$ cat src/hw/rtl/hvd_pkg.sv
// Shared types, constants and arithmetic helpers for the haversine distance core.
package hvd_pkg;

   // Number of micro-rotations in each CORDIC pipeline
   localparam int CORDIC_STAGES = 24;
   // Result bits of the integer square root, one per stage
   localparam int ISQRT_STEPS   = 31;

   // Datapath word for Q30 sines, cosines and angles
   typedef logic signed [33:0] cw_type;
   // Wider word for the vectoring CORDIC, whose magnitude grows by the CORDIC gain
   typedef logic signed [34:0] vw_type;

   typedef struct packed {
      logic [19:0] quo;
      logic [6:0]  rem;
   } div90_type;

   // floor(x / 90) is exact for x below 2^26 with this reciprocal and a shift of 33
   localparam logic [26:0] DIV90_RECIP = 27'd95443718;

   localparam logic [31:0] PI_Q30      = 32'hC90F_DAA2;
   localparam logic [30:0] HALF_PI_Q30 = 31'h6487_ED51;
   localparam logic [30:0] ONE_Q30     = 31'h4000_0000;

   // atan(2^-i) in Q30, rounded to nearest
   localparam cw_type ATAN_Q30 [0:31] = '{
      34'sd843314857, 34'sd497837829, 34'sd263043837, 34'sd133525159,
      34'sd67021687,  34'sd33543516,  34'sd16775851,  34'sd8388437,
      34'sd4194283,   34'sd2097149,   34'sd1048576,   34'sd524288,
      34'sd262144,    34'sd131072,    34'sd65536,     34'sd32768,
      34'sd16384,     34'sd8192,      34'sd4096,      34'sd2048,
      34'sd1024,      34'sd512,       34'sd256,       34'sd128,
      34'sd64,        34'sd32,        34'sd16,        34'sd8,
      34'sd4,         34'sd2,         34'sd1,         34'sd1
   };

   // Integer floor square root, used only to build constants
   function automatic logic [63:0] isqrt_const(input logic [63:0] n_arg);
      logic [63:0] n;
      logic [63:0] res;
      logic [63:0] b;
      n   = n_arg;
      res = 64'd0;
      b   = 64'd1 << 62;
      for (int i = 0; i < 32; i++) begin
         if (n >= res + b) begin
            n   = n - (res + b);
            res = (res >> 1) + b;
         end else begin
            res = res >> 1;
         end
         b = b >> 2;
      end
      return res;
   endfunction

   // floor(2^30 * sqrt(1 + 4^-i))
   function automatic logic [63:0] gain_root(input int i);
      return isqrt_const((64'd1 << 60) + (64'd1 << (60 - 2 * i)));
   endfunction

   localparam logic [63:0] GainF0  = gain_root(0);
   localparam logic [63:0] GainF1  = gain_root(1);
   localparam logic [63:0] GainF2  = gain_root(2);
   localparam logic [63:0] GainF3  = gain_root(3);
   localparam logic [63:0] GainF4  = gain_root(4);
   localparam logic [63:0] GainF5  = gain_root(5);
   localparam logic [63:0] GainF6  = gain_root(6);
   localparam logic [63:0] GainF7  = gain_root(7);
   localparam logic [63:0] GainF8  = gain_root(8);
   localparam logic [63:0] GainF9  = gain_root(9);
   localparam logic [63:0] GainF10 = gain_root(10);
   localparam logic [63:0] GainF11 = gain_root(11);
   localparam logic [63:0] GainF12 = gain_root(12);
   localparam logic [63:0] GainF13 = gain_root(13);
   localparam logic [63:0] GainF14 = gain_root(14);

   // Rounded reciprocal of the gain, step by step; from stage 15 on the
   // per-stage factor floors to exactly one and the value stays put.
   localparam logic [63:0] GainQ0  = 64'd1 << 30;
   localparam logic [63:0] GainQ1  = ((GainQ0  << 30) + (GainF0  >> 1)) / GainF0;
   localparam logic [63:0] GainQ2  = ((GainQ1  << 30) + (GainF1  >> 1)) / GainF1;
   localparam logic [63:0] GainQ3  = ((GainQ2  << 30) + (GainF2  >> 1)) / GainF2;
   localparam logic [63:0] GainQ4  = ((GainQ3  << 30) + (GainF3  >> 1)) / GainF3;
   localparam logic [63:0] GainQ5  = ((GainQ4  << 30) + (GainF4  >> 1)) / GainF4;
   localparam logic [63:0] GainQ6  = ((GainQ5  << 30) + (GainF5  >> 1)) / GainF5;
   localparam logic [63:0] GainQ7  = ((GainQ6  << 30) + (GainF6  >> 1)) / GainF6;
   localparam logic [63:0] GainQ8  = ((GainQ7  << 30) + (GainF7  >> 1)) / GainF7;
   localparam logic [63:0] GainQ9  = ((GainQ8  << 30) + (GainF8  >> 1)) / GainF8;
   localparam logic [63:0] GainQ10 = ((GainQ9  << 30) + (GainF9  >> 1)) / GainF9;
   localparam logic [63:0] GainQ11 = ((GainQ10 << 30) + (GainF10 >> 1)) / GainF10;
   localparam logic [63:0] GainQ12 = ((GainQ11 << 30) + (GainF11 >> 1)) / GainF11;
   localparam logic [63:0] GainQ13 = ((GainQ12 << 30) + (GainF12 >> 1)) / GainF12;
   localparam logic [63:0] GainQ14 = ((GainQ13 << 30) + (GainF13 >> 1)) / GainF13;
   localparam logic [63:0] GainQ15 = ((GainQ14 << 30) + (GainF14 >> 1)) / GainF14;

   localparam cw_type GAIN_INV_Q30 = cw_type'(GainQ15[33:0]);

   // Quotient and remainder by 90 for values below 2^26
   function automatic div90_type div90(input logic [25:0] x);
      logic [52:0] prod;
      logic [25:0] back;
      div90_type   d;
      prod  = {27'd0, x} * {26'd0, DIV90_RECIP};
      d.quo = prod[52:33];
      back  = 26'({6'd0, d.quo} * 26'd90);
      d.rem = 7'(x - back);
      return d;
   endfunction

   // Q30 product, rounded to nearest with ties away from zero
   function automatic cw_type mul_q30(input cw_type a, input cw_type b);
      logic        neg;
      logic [33:0] ua;
      logic [33:0] ub;
      logic [67:0] p;
      logic [67:0] r;
      neg = a[33] ^ b[33];
      ua  = a[33] ? 34'(-a) : 34'(a);
      ub  = b[33] ? 34'(-b) : 34'(b);
      p   = {34'd0, ua} * {34'd0, ub};
      r   = (p + 68'd536870912) >> 30;
      return neg ? -cw_type'(r[33:0]) : cw_type'(r[33:0]);
   endfunction

endpackage

$ cat src/hw/rtl/hvd_sqrt.sv
// Pipelined floor square root of a Q30 value, one result bit per stage.
module hvd_sqrt (
   input  logic        clock,
   input  logic        reset,
   input  logic        enable,
   input  logic        in_valid,
   input  logic [30:0] value,
   output logic        out_valid,
   output logic [30:0] root
);

   localparam int N = hvd_pkg::ISQRT_STEPS;

   logic        v_ff [1:N];
   logic [62:0] n_ff [1:N];
   logic [62:0] r_ff [1:N];

   for (genvar j = 1; j <= N; j++) begin : g_step
      localparam logic [62:0] BitC = 63'd1 << (62 - 2 * j);
      logic        v_cur;
      logic [62:0] n_cur, r_cur, trial;
      logic [62:0] n_in, r_in;

      if (j == 1) begin : g_first
         assign v_cur = in_valid;
         assign n_cur = {2'd0, value, 30'd0};
         assign r_cur = '0;
      end else begin : g_next
         assign v_cur = v_ff[j-1];
         assign n_cur = n_ff[j-1];
         assign r_cur = r_ff[j-1];
      end

      always_comb begin
         trial = r_cur + BitC;
         if (n_cur >= trial) begin
            n_in = n_cur - trial;
            r_in = (r_cur >> 1) + BitC;
         end else begin
            n_in = n_cur;
            r_in = r_cur >> 1;
         end
      end

      always_ff @(posedge clock) begin
         if (reset) begin
            v_ff[j] <= 1'b0;
         end else if (enable) begin
            v_ff[j] <= v_cur;
         end
      end

      always_ff @(posedge clock) begin
         if (enable) begin
            n_ff[j] <= n_in;
            r_ff[j] <= r_in;
         end
      end
   end

   assign out_valid = v_ff[N];
   assign root      = r_ff[N][30:0];

endmodule

$ cat config.mk
export PLATFORM = sky130hd
export DESIGN_NAME = hvd_sqrt
export DESIGN_NICKNAME = d
export VERILOG_FILES = /design/src/hw/rtl/hvd_pkg.sv /design/src/hw/rtl/hvd_sqrt.sv
export SDC_FILE = /design/constraint.sdc
export NUM_CORES = 2
export LEC_CHECK = 0
export BUFFER_PORTS_ARGS = -buffer_cell sky130_fd_sc_hd__clkbuf_2
export CAP_MARGIN = 25
export CORE_UTILIZATION = 30
export DETAILED_ROUTE_END_ITERATION = 8
export GPL_TIMING_DRIVEN = 1
export PLACE_DENSITY = 0.45
export SYNTH_ARGS = -nofsm -noshare
export SYNTH_HDL_FRONTEND = slang
export SYNTH_SLANG_ARGS = --single-unit
$ cat constraint.sdc
create_clock -name clock -period 4.1 [get_ports clock]
set_input_delay 0.205 -clock clock [delete_from_list [all_inputs] [get_ports clock]]
set_output_delay 0.205 -clock clock [all_outputs]
set_load 0.03 [all_outputs]
[Word level (Yosys, flattened, before mapping)]
Memory sizes are Yosys's and may differ from the RTL's.
Cells that the tools add are included.
Operators by class
  bitwise operators: 31
  order comparisons: 31
  add/subtract/negate cells: 91
  muxes and demuxes: 99
Operator list (number)
  63-bit two-way mux: 61
  63-bit >= comparator: 30
  63-bit subtractor: 30
  62-bit by 1-bit adder with 63-bit output (second input constant): 1
  62-bit by 11-bit adder with 63-bit output (second input constant): 1
  62-bit by 13-bit adder with 63-bit output (second input constant): 1
  62-bit by 15-bit adder with 63-bit output (second input constant): 1
  62-bit by 17-bit adder with 63-bit output (second input constant): 1
  62-bit by 19-bit adder with 63-bit output (second input constant): 1
  62-bit by 21-bit adder with 63-bit output (second input constant): 1
  62-bit by 23-bit adder with 63-bit output (second input constant): 1
  62-bit by 25-bit adder with 63-bit output (second input constant): 1
  62-bit by 27-bit adder with 63-bit output (second input constant): 1
  62-bit by 29-bit adder with 63-bit output (second input constant): 1
  62-bit by 3-bit adder with 63-bit output (second input constant): 1
  62-bit by 31-bit adder with 63-bit output (second input constant): 1
  62-bit by 33-bit adder with 63-bit output (second input constant): 1
  62-bit by 35-bit adder with 63-bit output (second input constant): 1
  62-bit by 37-bit adder with 63-bit output (second input constant): 1
  62-bit by 39-bit adder with 63-bit output (second input constant): 1
  62-bit by 41-bit adder with 63-bit output (second input constant): 1
  62-bit by 43-bit adder with 63-bit output (second input constant): 1
  62-bit by 45-bit adder with 63-bit output (second input constant): 1
  62-bit by 47-bit adder with 63-bit output (second input constant): 1
  other kinds (44): 110
Storage, ports and cells
  logic and storage cells: 255
  register bits after elaboration: 0
  memories: 3
  memory bits (writable): 3937
  output and inout bits: 32
  bits of input ports: 35
Memories
  n_ff: depth 31, width 63, read ports 30, clocked after memory_dff 0, write ports 31, line hvd_sqrt.sv:15  | logic [62:0] n_ff [1:N];
  r_ff: depth 31, width 63, read ports 31, clocked after memory_dff 0, write ports 31, line hvd_sqrt.sv:16  | logic [62:0] r_ff [1:N];
  v_ff: depth 31, width 1, read ports 31, clocked after memory_dff 0, write ports 31, line hvd_sqrt.sv:14  | logic v_ff [1:N];

[Logic depth before layout (Yosys ltp)]
  depth in word-level cells: 4
  depth in mapped cells: 15

[Worst setup path after synthesis]
OpenSTA, ideal clock, no wires.
  kind: flip-flop to flip-flop
  start: reg, netlist name n_ff[0][1587]
  end: reg, netlist name n_ff[0][1699]
  setup slack: 0.694 ns
  path buffers: 1
  cell stages (with the launch flop): 12
  data arrival time: 3.149 ns
  setup time: 0.258 ns
  cell sequence: edfxtp_1 -> ha_1 -> a211oi_1 -> o21ai_0 -> a211oi_1 -> o21a_1 -> o21a_1 -> o21ai_0 -> or3_1 -> clkbuf_1 -> or4_1 -> xnor2_1

==> flow_metrics.py <==
metrics = {
    "cts": {
        "htree_levels": 4,
        "clockBufferDepth": 4,
        "clk_pin_slew_ns": 0.06,
        "clock_latency_ns": 0.90,
        "cts_buffers": 201,
        "clockRootBuffer": "clkbuf_16",
        "tritoncts": "done",
        "clock_sinks": 1712,
    },
    "placement": {
        "port_buffers": 66,
        "numPlacedInstances": 11900,
        "routabilityCongestion": 0.866,
        "place_hpwl_mm": 162,
        "placed_cell_area_mm2": 0.0967,
    },
    "detailed_routing": {
        "drt-initial-drc-count": 3679,
        "ant_nets": 0,
        "vias": 59600,
        "drt_wl_total_mm": 214,
        "route.detailed.drc": 0,
        "viasPerCell": 4.82,
        "first_pass_iters": 5,
        "wire_per_inst_um": 17.3,
    },
    "worst_setup_path": {
        "startpoint_type": "register",
        "crit_fanout": 11,
        "critPathArrivalTime_ns": 4.52,
        "required_ns": 4.70,
        "rr_worst_depth": 12,
        "criticalPathCategory": "reg -> reg",
        "end_kind": "register",
    },
    "floorplan": {
        "num_io_pins": 67,
        "dieArea_mm2": 0.304,
        "start_util_pct": 30.2,
        "die_y_um": 552,
        "rows": 201,
        "core_area_mm2": 0.300,
        "die_x_um": 552,
    },
    "timing": {
        "fmax_mhz": 255,
        "slew_violations": 0,
        "setup_viol": 0,
        "finalClockSkew_ns": 0.108,
        "min_period_ns": 3.92,
        "rsz0062_at_grt": "no",
        "maxSlewHeadroom_pct": 33.3,
        "hold_viol": 0,
        "tightest_slew_ns": 0.987,
        "fin_crit_sh_pct": 95.5,
    },
    "finish": {
        "fin_nets": 8777,
        "multi_input_comb_area_mm2": 0.0363,
        "register_area_mm2": 0.0514,
        "area_growth_pct": 14.8,
        "fin_area_mm2": 0.104,
        "nFillCells": 29500,
        "final_cell_count_no_fill": 12400,
        "drive_above_1_share_pct": 7.29,
    },
    "min_path": {
        "holdPathStages": 2,
        "min_path_type": "in -> reg",
    },
    "yosys": {
        "synth_top_area_share_pct": 56.7,
        "synth_xor_area_share_pct": 7.75,
        "ys_ff_latch": 1712,
        "yosys-top-cells-area": "edfxtp_1 (57%), ha_1 (6.8%), xor2_1 (4.4%)",
        "synth-async-reset-ratio_pct": 0,
        "synth_compound_area_share_pct": 11.6,
        "synth_top_family_by_area": "simple AND/OR/NAND/NOR gates",
        "synth_ff_type": "edfxtp_1",
        "synth.yosys.warnings": 0,
        "synth_mux_area_share_pct": 0.525,
        "synthCells": 7916,
        "synthTopCellsByCount": "edfxtp_1 (1712), nand2_1 (632), inv_1 (627)",
        "yosys.area_share.adder_pct": 7.13,
        "syn_area_mm2": 0.0906,
        "ys_seq_area_share_pct": 56.7,
        "synth_enable_flop_cells": 1712,
        "synth_most_common_cell": "edfxtp_1",
        "yosys.area.top_type": "edfxtp_1",
        "yosysUniqueCellTypes": 92,
        "synth-simple-area-share_pct": 13.0,
        "synth_area_per_cell_um2": 11.4,
    },
    "global_route": {
        "grt.overflow.total": 0,
        "grt_max_degree": 167,
        "grt_pass1_wl_mm": 337,
        "grt.total_usage_pct": 13.8,
        "grt_pass1_vias": 61100,
        "antenna_found_initial": 6,
    },
    "pwr": {
        "p_total_uw": 55100,
        "ir_worst_vdd_v": 0.000358,
        "p_leak_uw": 0.0391,
        "powerDensity_mw_per_mm2": 530,
    },
    "outcome": {
        "status": "complete, no violations",
    },
    "job": {
        "maxCapViolations": 0,
    },
}
-- cell usage in the layout, fill, tap and decap left out, drive strengths merged, types with 53 or more instances in the layout --
cell type    Yosys  layout
a21oi          486     486
nor3           244     244
clkbuf         144     297
xnor2          348     348
and2            73      73
or4             53      53
o21a            82      82
nand4           95      95
edfxtp        1712    1712
nor2b           76      76
a21o           180     180
nand2b         102     102
ha             494     494
clkinv           0      77
a211oi          53      53
nand3          126     126
or3             90      90
nor4           178     178
dlygate4sd3      0      66
nor2           536     536
inv            629     637
buf             19     146
nand2          632     632
o21ai          482     482
xor2           454     454
-- layout make-up --
type / instances / share of cell area, %
inverters: 629 / 2.27
diodes: 1 / 0.00241
clock buffers: 232 / 4.95
repair buffers: 277 / 2.25
clock inverters: 128 / 1.42
well taps: 3958 / 4.76
multi-input cells: 5413 / 34.9
flip-flops and latches: 1712 / 49.4
-- registers in the layout, indices dropped and copies added (netlist names) --
register,flops
v_ff,31
r_ff,496
n_ff,1185
-- power breakdown --
group,switching (µW),total [µW],internal (µW)
Clock,7270,18000,10700
Sequential,1990,24500,22500
Combinational,7370,12600,5190
-- per-stage QoR --
step / setup TNS, ns / utilization, % / hold WS (ns) / setup slack (ns)
after CTS: 0 / 34.7 / 0.359 / 0.0714
after floorplan: 0 / - / 0.304 / 0.694
after global routing: 0 / 34.7 / 0.385 / 0.00454
after detailed placement: -0.318 / 32.2 / 0.384 / -0.0968
final: 0 / 34.7 / 0.399 / 0.185
after global placement: -0.599 / 32.2 / 0.384 / -0.160
-- cell families after synthesis --
logic type,count (synthesis)
xor+xnor,802
fa+ha+maj,508
flops,1712
compound gates,1687
simple gates,2371
other cells,1
mux,43
buf+inv,792
-- routing by layer --
metal  vias to the layer above  global-route usage [%]  part of all wire [%]
met3                       416                    1.59                   3.2
li1                      29800                       -                     -
met4                         0                    5.32                   3.6
met1                     28300                    16.4                    43
met2                      1071                    25.5                    51
met5                         -                       0                     0
-- worst paths after layout --
kind                              startpoint            end  slack [ns]
worst max-delay path            r_ff[20][30]  n_ff[0][1373]        0.18
worst min-delay path                  enable  n_ff[0][1064]        0.40
worst max register to register  r_ff[20][30]  n_ff[0][1373]        0.18
worst min register to register  r_ff[23][34]   r_ff[24][33]        0.43
-- worst max-delay path: stages (launching register included) --
cell and delay, ns:
edfxtp_1 0.44, inv_1 0.07, ha_1 0.40, nand4_1 0.18, nor3_1 0.44, o221ai_1 0.45, a21oi_1 0.39, o21ai_0 0.23
nand4_1 0.33, nand3_1 0.12, buf_4 0.20, nor4_1 0.24, xor2_1 0.14
-- what timing repair did --
action | in CTS | in global routing
gates resized for setup | 1 | 8
hold buffers | 66 | 0
buffers inserted | 0 | 0
endpoints found under the hold margin | 134 | 0
endpoints found under the setup margin | 5 | 33
gates cloned | 0 | 0
Power figures use the tool's default switching activity.
