`src/hw/rtl/hvd_pkg.sv`:
```
// Shared types, constants and arithmetic helpers for the haversine distance core.
package hvd_pkg;

   // Number of micro-rotations in each CORDIC pipeline
   localparam int CORDIC_STAGES = 24;
   // Result bits of the integer square root, one per stage
   localparam int ISQRT_STEPS   = 31;

   // Datapath word for Q30 sines, cosines and angles
   typedef logic signed [33:0] cw_type;
   // Wider word for the vectoring CORDIC, whose magnitude grows by the CORDIC gain
   typedef logic signed [34:0] vw_type;

   typedef struct packed {
      logic [19:0] quo;
      logic [6:0]  rem;
   } div90_type;

   // floor(x / 90) is exact for x below 2^26 with this reciprocal and a shift of 33
   localparam logic [26:0] DIV90_RECIP = 27'd95443718;

   localparam logic [31:0] PI_Q30      = 32'hC90F_DAA2;
   localparam logic [30:0] HALF_PI_Q30 = 31'h6487_ED51;
   localparam logic [30:0] ONE_Q30     = 31'h4000_0000;

   // atan(2^-i) in Q30, rounded to nearest
   localparam cw_type ATAN_Q30 [0:31] = '{
      34'sd843314857, 34'sd497837829, 34'sd263043837, 34'sd133525159,
      34'sd67021687,  34'sd33543516,  34'sd16775851,  34'sd8388437,
      34'sd4194283,   34'sd2097149,   34'sd1048576,   34'sd524288,
      34'sd262144,    34'sd131072,    34'sd65536,     34'sd32768,
      34'sd16384,     34'sd8192,      34'sd4096,      34'sd2048,
      34'sd1024,      34'sd512,       34'sd256,       34'sd128,
      34'sd64,        34'sd32,        34'sd16,        34'sd8,
      34'sd4,         34'sd2,         34'sd1,         34'sd1
   };

   // Integer floor square root, used only to build constants
   function automatic logic [63:0] isqrt_const(input logic [63:0] n_arg);
      logic [63:0] n;
      logic [63:0] res;
      logic [63:0] b;
      n   = n_arg;
      res = 64'd0;
      b   = 64'd1 << 62;
      for (int i = 0; i < 32; i++) begin
         if (n >= res + b) begin
            n   = n - (res + b);
            res = (res >> 1) + b;
         end else begin
            res = res >> 1;
         end
         b = b >> 2;
      end
      return res;
   endfunction

   // floor(2^30 * sqrt(1 + 4^-i))
   function automatic logic [63:0] gain_root(input int i);
      return isqrt_const((64'd1 << 60) + (64'd1 << (60 - 2 * i)));
   endfunction

   localparam logic [63:0] GainF0  = gain_root(0);
   localparam logic [63:0] GainF1  = gain_root(1);
   localparam logic [63:0] GainF2  = gain_root(2);
   localparam logic [63:0] GainF3  = gain_root(3);
   localparam logic [63:0] GainF4  = gain_root(4);
   localparam logic [63:0] GainF5  = gain_root(5);
   localparam logic [63:0] GainF6  = gain_root(6);
   localparam logic [63:0] GainF7  = gain_root(7);
   localparam logic [63:0] GainF8  = gain_root(8);
   localparam logic [63:0] GainF9  = gain_root(9);
   localparam logic [63:0] GainF10 = gain_root(10);
   localparam logic [63:0] GainF11 = gain_root(11);
   localparam logic [63:0] GainF12 = gain_root(12);
   localparam logic [63:0] GainF13 = gain_root(13);
   localparam logic [63:0] GainF14 = gain_root(14);

   // Rounded reciprocal of the gain, step by step; from stage 15 on the
   // per-stage factor floors to exactly one and the value stays put.
   localparam logic [63:0] GainQ0  = 64'd1 << 30;
   localparam logic [63:0] GainQ1  = ((GainQ0  << 30) + (GainF0  >> 1)) / GainF0;
   localparam logic [63:0] GainQ2  = ((GainQ1  << 30) + (GainF1  >> 1)) / GainF1;
   localparam logic [63:0] GainQ3  = ((GainQ2  << 30) + (GainF2  >> 1)) / GainF2;
   localparam logic [63:0] GainQ4  = ((GainQ3  << 30) + (GainF3  >> 1)) / GainF3;
   localparam logic [63:0] GainQ5  = ((GainQ4  << 30) + (GainF4  >> 1)) / GainF4;
   localparam logic [63:0] GainQ6  = ((GainQ5  << 30) + (GainF5  >> 1)) / GainF5;
   localparam logic [63:0] GainQ7  = ((GainQ6  << 30) + (GainF6  >> 1)) / GainF6;
   localparam logic [63:0] GainQ8  = ((GainQ7  << 30) + (GainF7  >> 1)) / GainF7;
   localparam logic [63:0] GainQ9  = ((GainQ8  << 30) + (GainF8  >> 1)) / GainF8;
   localparam logic [63:0] GainQ10 = ((GainQ9  << 30) + (GainF9  >> 1)) / GainF9;
   localparam logic [63:0] GainQ11 = ((GainQ10 << 30) + (GainF10 >> 1)) / GainF10;
   localparam logic [63:0] GainQ12 = ((GainQ11 << 30) + (GainF11 >> 1)) / GainF11;
   localparam logic [63:0] GainQ13 = ((GainQ12 << 30) + (GainF12 >> 1)) / GainF12;
   localparam logic [63:0] GainQ14 = ((GainQ13 << 30) + (GainF13 >> 1)) / GainF13;
   localparam logic [63:0] GainQ15 = ((GainQ14 << 30) + (GainF14 >> 1)) / GainF14;

   localparam cw_type GAIN_INV_Q30 = cw_type'(GainQ15[33:0]);

   // Quotient and remainder by 90 for values below 2^26
   function automatic div90_type div90(input logic [25:0] x);
      logic [52:0] prod;
      logic [25:0] back;
      div90_type   d;
      prod  = {27'd0, x} * {26'd0, DIV90_RECIP};
      d.quo = prod[52:33];
      back  = 26'({6'd0, d.quo} * 26'd90);
      d.rem = 7'(x - back);
      return d;
   endfunction

   // Q30 product, rounded to nearest with ties away from zero
   function automatic cw_type mul_q30(input cw_type a, input cw_type b);
      logic        neg;
      logic [33:0] ua;
      logic [33:0] ub;
      logic [67:0] p;
      logic [67:0] r;
      neg = a[33] ^ b[33];
      ua  = a[33] ? 34'(-a) : 34'(a);
      ub  = b[33] ? 34'(-b) : 34'(b);
      p   = {34'd0, ua} * {34'd0, ub};
      r   = (p + 68'd536870912) >> 30;
      return neg ? -cw_type'(r[33:0]) : cw_type'(r[33:0]);
   endfunction

endpackage

```
`src/hw/rtl/hvd_phase.sv`:
```
// Conversion of a signed angle in 2^-20 degree to a phase in 2^-32 turn.
module hvd_phase (
   input  logic              clock,
   input  logic              reset,
   input  logic              enable,
   input  logic              in_valid,
   input  logic signed [29:0] angle,
   input  logic              half_turn,
   output logic              out_valid,
   output logic [31:0]       phase
);

   logic        v1_ff, v2_ff, v3_ff;
   logic        neg1_ff, neg2_ff;
   logic        half1_ff;
   logic [29:0] mag1_ff;
   logic [14:0] q1_ff;
   logic [6:0]  r1_ff;
   logic [18:0] low_ff;
   logic [31:0] phase_ff;

   logic [29:0] mag1_in;
   logic [39:0] num;
   hvd_pkg::div90_type hi_div;
   logic [25:0] part;
   hvd_pkg::div90_type lo_div;
   logic [33:0] quo;
   logic [31:0] phase_in;

   assign mag1_in = angle[29] ? 30'(-angle) : 30'(angle);

   // Round to nearest: (m * 2^k + 45) / 90, split into two short divisions
   always_comb begin
      num = (half1_ff ? ({10'd0, mag1_ff} << 9) : ({10'd0, mag1_ff} << 10)) + 40'd45;
      hi_div = hvd_pkg::div90({5'd0, num[39:19]});
   end

   always_comb begin
      part     = {r1_ff, 19'd0} + {7'd0, low_ff};
      lo_div   = hvd_pkg::div90(part);
      quo      = {q1_ff, 19'd0} + {14'd0, lo_div.quo};
      phase_in = neg2_ff ? (32'd0 - quo[31:0]) : quo[31:0];
   end

   always_ff @(posedge clock) begin
      if (reset) begin
         v1_ff <= 1'b0;
         v2_ff <= 1'b0;
         v3_ff <= 1'b0;
      end else if (enable) begin
         v1_ff <= in_valid;
         v2_ff <= v1_ff;
         v3_ff <= v2_ff;
      end
   end

   always_ff @(posedge clock) begin
      if (enable) begin
         neg1_ff  <= angle[29];
         half1_ff <= half_turn;
         mag1_ff  <= mag1_in;
         neg2_ff  <= neg1_ff;
         q1_ff    <= hi_div.quo[14:0];
         r1_ff    <= hi_div.rem;
         low_ff   <= num[18:0];
         phase_ff <= phase_in;
      end
   end

   assign out_valid = v3_ff;
   assign phase     = phase_ff;

endmodule

```
`config.mk`:
```
export PLATFORM = sky130hd
export DESIGN_NAME = hvd_phase
export DESIGN_NICKNAME = d
export VERILOG_FILES = /design/src/hw/rtl/hvd_pkg.sv /design/src/hw/rtl/hvd_phase.sv
export SDC_FILE = /design/constraint.sdc
export NUM_CORES = 1
export LEC_CHECK = 0
export ABC_CLOCK_PERIOD_IN_PS = 8550
export BUFFER_PORTS_ARGS = -buffer_cell sky130_fd_sc_hd__buf_2
export CORE_MARGIN = 1
export CORE_UTILIZATION = 45
export CTS_BUF_LIST = sky130_fd_sc_hd__clkbuf_16
export DETAILED_ROUTE_END_ITERATION = 10
export GPL_TIMING_DRIVEN = 1
export HOLD_SLACK_MARGIN = 0.03
export SYNTH_ARGS = -nofsm -noshare
export SYNTH_HDL_FRONTEND = slang
export SYNTH_SLANG_ARGS = --single-unit
export TNS_END_PERCENT = 20
```
`constraint.sdc`:
```
create_clock -name clock -period 8.55 [get_ports clock]
set_input_delay 0.4275 -clock clock [delete_from_list [all_inputs] [get_ports clock]]
set_output_delay 0.4275 -clock clock [all_outputs]
set_load 0.01 [all_outputs]
```
-- Yosys cells after proc, flatten, opt, wreduce, memory -nomap -nowiden
Index checks and enable logic that the tools add are counted.
Widths: inputs -> output; s select.
- flip-flop bits (word level): 107
- logic and storage cells: 24
- bits of input ports: 35
- mux-type cells: 3
- add/sub/neg operators: 6
- multipliers: 3
- operators with widths (operator ; count):
    $mul 26x26->52 const B ; 1
    $mul 21x26->47 const B ; 1
    $add 40x6->40 const B ; 1
    $mux 40 ; 1
    $add 32x20->32 ; 1
    $mux 32 ; 1
    $sub 1x32->32 const A ; 1
    $neg 30->30 ; 1
    $mux 29 ; 1
    $add 26x19->26 ; 1
    $mul 15x6->6 const B ; 1
    $sub 7x7->7 ; 1

-- Logic depth before layout (Yosys ltp)
- depth in word-level cells: 5
- depth in mapped cells: 39
- mapped depth without buffers: 37

-- Worst setup path after synthesis
No wires, ideal clock.
- path type: register to register
- start: register half1_ff
- end: register r1_ff[6], data pin
- data required time: 8.288 ns
- path slack: -0.862 ns
- stages on the path, launching flop included: 37
- library setup time: 0.262 ns
- arrival: 9.150 ns
- path through: edfxtp_1 buf_1 clkbuf_1 mux2i_1 inv_1 ha_1 ha_1 inv_1 fa_1 fa_1 inv_1 fa_1 fa_1 inv_1 fa_1 inv_1 ha_1 and4_1 or3b_2 a31oi_1 nor3_1 o31ai_1 o21ai_0 nor2b_1 xnor2_1 ha_1 ha_1 inv_1 fa_1 inv_1 ha_1 inv_1 ha_1 a21oi_1 xnor2_1 xnor2_1 xnor2_1
- RTL lines (element ; line ; RTL):
    start, declared ; hvd_phase.sv:15 ; logic half1_ff;
    start signal, assigned ; hvd_phase.sv:60 ; half1_ff <= half_turn;
    end signal, assigned ; hvd_phase.sv:64 ; r1_ff <= hi_div.rem;
    end, declared ; hvd_phase.sv:18 ; logic [6:0] r1_ff;

==> impl_results.html <==
<table>
<tr><th>Metric</th><th>Value</th></tr>
<tr><th colspan="2">Hold path</th></tr>
<tr><td>Min-Delay Startpoint</td><td>reset</td></tr>
<tr><td>Classification of the worst-slack hold path</td><td>in -&gt; reg</td></tr>
<tr><td>Hold Path Depth</td><td>2</td></tr>
<tr><td>Destination of the worst hold path</td><td>v2_ff</td></tr>
<tr><th colspan="2">Logic synthesis</th></tr>
<tr><td>Library cell with the highest instance count after synthesis</td><td>sky130_fd_sc_hd__inv_1</td></tr>
<tr><td>Syn nets</td><td>2671</td></tr>
<tr><td>Netlist area before placement</td><td>20000 um^2</td></tr>
<tr><td>Most numerous cell types in the synthesized netlist</td><td>sky130_fd_sc_hd__inv_1, sky130_fd_sc_hd__ha_1, sky130_fd_sc_hd__fa_1, sky130_fd_sc_hd__edfxtp_1, sky130_fd_sc_hd__xnor2_1</td></tr>
<tr><td>Synthesized instance count</td><td>1954</td></tr>
<tr><td>Synth Area per Inst</td><td>10.2 um^2</td></tr>
<tr><td>Async set or reset register ratio after synthesis</td><td>0%</td></tr>
<tr><td>Synth top area share</td><td>27.3%</td></tr>
<tr><td>Ys flop type</td><td>sky130_fd_sc_hd__edfxtp_1</td></tr>
<tr><td>Number of flops mapped to enable cells by yosys</td><td>95</td></tr>
<tr><td>Top cell type by total area after synthesis</td><td>sky130_fd_sc_hd__fa_1</td></tr>
<tr><td>Portion of the post-synthesis area used by sequential elements</td><td>14.5%</td></tr>
<tr><td>Unique cell type count in the Yosys netlist</td><td>85</td></tr>
<tr><td>Ys Warns</td><td>0</td></tr>
<tr><td>Synthesis-stage register bit count</td><td>98</td></tr>
<tr><td>Cell types occupying the most area after synthesis</td><td>sky130_fd_sc_hd__fa_1, sky130_fd_sc_hd__ha_1, sky130_fd_sc_hd__edfxtp_1, sky130_fd_sc_hd__inv_1, sky130_fd_sc_hd__xnor2_1</td></tr>
<tr><th colspan="2">Critical path</th></tr>
<tr><td>Crit path kind</td><td>reg -&gt; reg</td></tr>
<tr><td>Worst path required time</td><td>8.68 ns</td></tr>
<tr><td>Nature of the critical path startpoint</td><td>flip-flop</td></tr>
<tr><td>Reg2Reg Capture Point</td><td>r1_ff[6]</td></tr>
<tr><td>Arrival @ worst endpoint</td><td>8.46 ns</td></tr>
<tr><td>Critical-path maximum fanout</td><td>6</td></tr>
<tr><td>Largest stage delay, worst path</td><td>0.54 ns</td></tr>
<tr><td>Critical path buffer and inverter count</td><td>9</td></tr>
<tr><td>Worst Reg2Reg Path Length in Cells</td><td>35</td></tr>
<tr><td>Category of the worst setup path capture point</td><td>flip-flop</td></tr>
<tr><td>Crit Reg-Reg Startpoint</td><td>half1_ff</td></tr>
<tr><td>Top delay family on crit path</td><td>adder cells</td></tr>
<tr><td>Slowest cell on the critical path</td><td>sky130_fd_sc_hd__fa_1</td></tr>
<tr><td>Reg2reg setup slack</td><td>0.22 ns</td></tr>
<tr><th colspan="2">Global routing</th></tr>
<tr><td>Total grt overflow</td><td>0</td></tr>
<tr><td>Maximum number of pins on one net before global-route repair</td><td>68</td></tr>
<tr><td>First-pass GRT wire length</td><td>79300 um</td></tr>
<tr><td>Vias in the first global route</td><td>15300</td></tr>
<tr><td>Antenna violations before repair</td><td>0</td></tr>
<tr><td>Total Routing Usage GR</td><td>23.0%</td></tr>
<tr><th colspan="2">Cells and area</th></tr>
<tr><td>Non-filler instance count after layout</td><td>2853</td></tr>
<tr><td>Fraction of layout instances using a drive strength above 1</td><td>23.5%</td></tr>
<tr><td>Layout overhead on the synthesized area</td><td>21.2%</td></tr>
<tr><td>Core Util, Final</td><td>55.9%</td></tr>
<tr><td>Number of diodes</td><td>0</td></tr>
<tr><td>Number of nets in the final layout</td><td>2980</td></tr>
<tr><th colspan="2">Place</th></tr>
<tr><td>Post-Place Cells</td><td>2801</td></tr>
<tr><td>Gp weighted congestion</td><td>0.922</td></tr>
<tr><td>Place WS</td><td>-0.481 ns</td></tr>
<tr><td>Dpl hpwl</td><td>44400 um</td></tr>
<tr><td>Number of buffer cells added on primary ports</td><td>67</td></tr>
<tr><th colspan="2">Drt</th></tr>
<tr><td>Count of routing violations after the opening detailed-route iteration</td><td>698</td></tr>
<tr><td>Via-to-Cell Ratio</td><td>5.07</td></tr>
<tr><td>Number of search-and-repair iterations in the first detailed-routing pass</td><td>5</td></tr>
<tr><td>Post-DR wirelength/cell</td><td>17.7 um</td></tr>
<tr><td>Post-Route WL</td><td>50600 um</td></tr>
<tr><td>Vias post-DR</td><td>14500</td></tr>
<tr><td>DR DRC count</td><td>0</td></tr>
<tr><td>Detail Route Antenna Nets</td><td>0</td></tr>
<tr><th colspan="2">Clocking</th></tr>
<tr><td>CTS Hold Buffers Added</td><td>0</td></tr>
<tr><td>Number of buffers created by CTS</td><td>9</td></tr>
<tr><td>Number of H-tree levels</td><td>3</td></tr>
<tr><td>Clock-pin slew on the worst setup and hold paths</td><td>0.08 ns</td></tr>
<tr><td>Number of sinks on the clock net</td><td>98</td></tr>
<tr><td>Bufs on Longest Clock Path</td><td>2</td></tr>
<tr><td>CTS tree</td><td>yes</td></tr>
<tr><td>Library cell used as clock root buffer</td><td>sky130_fd_sc_hd__clkbuf_16</td></tr>
<tr><td>Insertion delay of the later-clocked pin in the worst-skew pair</td><td>0.38 ns</td></tr>
<tr><th colspan="2">Flow run</th></tr>
<tr><td>Max-cap check violation count</td><td>0</td></tr>
<tr><th colspan="2">Die</th></tr>
<tr><td>Effective utilization at floorplan</td><td>46.1%</td></tr>
<tr><td>Number of I/O pins</td><td>68</td></tr>
<tr><td>Number of placement rows</td><td>76</td></tr>
<tr><td>Die Width</td><td>213 um</td></tr>
<tr><td>Total Die Area</td><td>45300 um^2</td></tr>
<tr><td>Die H</td><td>213 um</td></tr>
<tr><td>Core Area</td><td>43500 um^2</td></tr>
<tr><th colspan="2">Timing</th></tr>
<tr><td>Post-route worst setup slack</td><td>0.218 ns</td></tr>
<tr><td>Fin Clk Skew</td><td>0.0130 ns</td></tr>
<tr><td>Final period demand of the worst path</td><td>8.33 ns</td></tr>
<tr><td>Setup violations, final</td><td>0</td></tr>
<tr><td>Fin crit share</td><td>97.4%</td></tr>
<tr><td>Total Neg Setup Slack</td><td>0 ns</td></tr>
<tr><td>RSZ-0062 raised after global routing</td><td>true</td></tr>
<tr><td>Max-Slew Margin vs Limit</td><td>39.9%</td></tr>
<tr><td>Worst Tran Pin Value</td><td>0.902 ns</td></tr>
<tr><td>Achievable frequency</td><td>0.120 GHz</td></tr>
<tr><td>Final max-slew violation count</td><td>0</td></tr>
<tr><td>Final hold violation count</td><td>0</td></tr>
<tr><th colspan="2">Outcome</th></tr>
<tr><td>Outcome</td><td>complete, no violations</td></tr>
</table>
[through the flow]
stage	area [um^2]	hold slack, ns
after floorplan	20100	0.400
after CTS	23600	0.214
final	24300	0.236
after detailed placement	22700	0.493
after global routing	24300	0.227
after global placement	22700	0.469
[area by class of cell]
cell class              instances  area, um^2
fillers                      3849       19200
inverters                     493        1850
clock buffers                   9         225
flip-flops and latches         98        2910
well taps                     585         732
multi-input cells            1344       16200
repair buffers                317        2280
clock inverters                 7        53.8
[cells in the final DEF (no fill, tap or decap), types with 8 or more instances in the layout]
| cell | instances |
|---|---|
| sky130_fd_sc_hd__inv_1 | 469 |
| sky130_fd_sc_hd__ha_1 | 350 |
| sky130_fd_sc_hd__fa_1 | 263 |
| sky130_fd_sc_hd__buf_4 | 242 |
| sky130_fd_sc_hd__edfxtp_1 | 95 |
| sky130_fd_sc_hd__xnor2_1 | 85 |
| sky130_fd_sc_hd__buf_2 | 66 |
| sky130_fd_sc_hd__nand2_1 | 64 |
| sky130_fd_sc_hd__o21ai_0 | 52 |
| sky130_fd_sc_hd__ha_4 | 46 |
| sky130_fd_sc_hd__a21oi_1 | 45 |
| sky130_fd_sc_hd__nor2_1 | 41 |
| sky130_fd_sc_hd__inv_2 | 24 |
| sky130_fd_sc_hd__nand3_1 | 24 |
| sky130_fd_sc_hd__xor2_1 | 23 |
| sky130_fd_sc_hd__a21o_1 | 19 |
| sky130_fd_sc_hd__nor3_1 | 19 |
| sky130_fd_sc_hd__o31ai_1 | 15 |
| sky130_fd_sc_hd__mux2_2 | 14 |
| sky130_fd_sc_hd__ha_2 | 13 |
| sky130_fd_sc_hd__a21oi_2 | 11 |
| sky130_fd_sc_hd__fa_2 | 10 |
| sky130_fd_sc_hd__nor2b_1 | 9 |
| sky130_fd_sc_hd__mux2_4 | 9 |
| sky130_fd_sc_hd__and2_1 | 9 |
| sky130_fd_sc_hd__o21a_1 | 9 |
| sky130_fd_sc_hd__clkbuf_16 | 9 |
| sky130_fd_sc_hd__mux2i_4 | 8 |
| sky130_fd_sc_hd__o211ai_1 | 8 |
| sky130_fd_sc_hd__o21ai_1 | 8 |
| sky130_fd_sc_hd__a211oi_1 | 8 |
| sky130_fd_sc_hd__or4_1 | 8 |
[per-layer routing]
metal / GRT usage (%) / part of all wire [%] / vias up
li1: - / - / 7080
met1: 27.3 / 41 / 7133
met2: 41.9 / 53 / 184
met3: 2.77 / 2.3 / 76
met4: 9.25 / 3.5 / 0
met5: 0 / 0 / -
[sequential cells by signal, summed over array words and instances, names as in the netlist]
register	count
phase	32
mag1_ff	30
q1_ff	13
low_ff	10
r1_ff	7
half1_ff	1
neg1_ff	1
neg2_ff	1
out_valid	1
v1_ff	1
v2_ff	1
[worst max path at each step]
stage                           from   endpoint  slack (ns)  cells after the start
after floorplan             half1_ff   r1_ff[6]       0.001                     34
after global placement    low_ff[14]  phase[30]       -0.39                     33
after detailed placement  low_ff[13]  phase[30]       -0.48                     33
after CTS                   half1_ff   r1_ff[6]       -0.03                     37
after global routing      low_ff[14]  phase[29]       -0.15                     35
final                       half1_ff   r1_ff[6]        0.22                     35
[kinds of logic after synthesis]
kind of cell | after synthesis | synth area share (%)
xor+xnor | 114 | 4.99
compound gates | 253 | 8.84
fa+ha+maj | 682 | 52.9
flops | 98 | 14.5
buf+inv | 512 | 9.65
simple gates | 258 | 7.12
mux | 37 | 1.99
[what timing repair did]
action                     CTS  global route
hold endpoints to repair     0             0
setup endpoints to repair    7             9
setup buffers               16            20
gates resized for setup     93            92
gates cloned                 1             0
pin swaps                   64            97
Power is not shown: default switching activity piles up to over one toggle a cycle in this logic, so the estimate is an artifact.
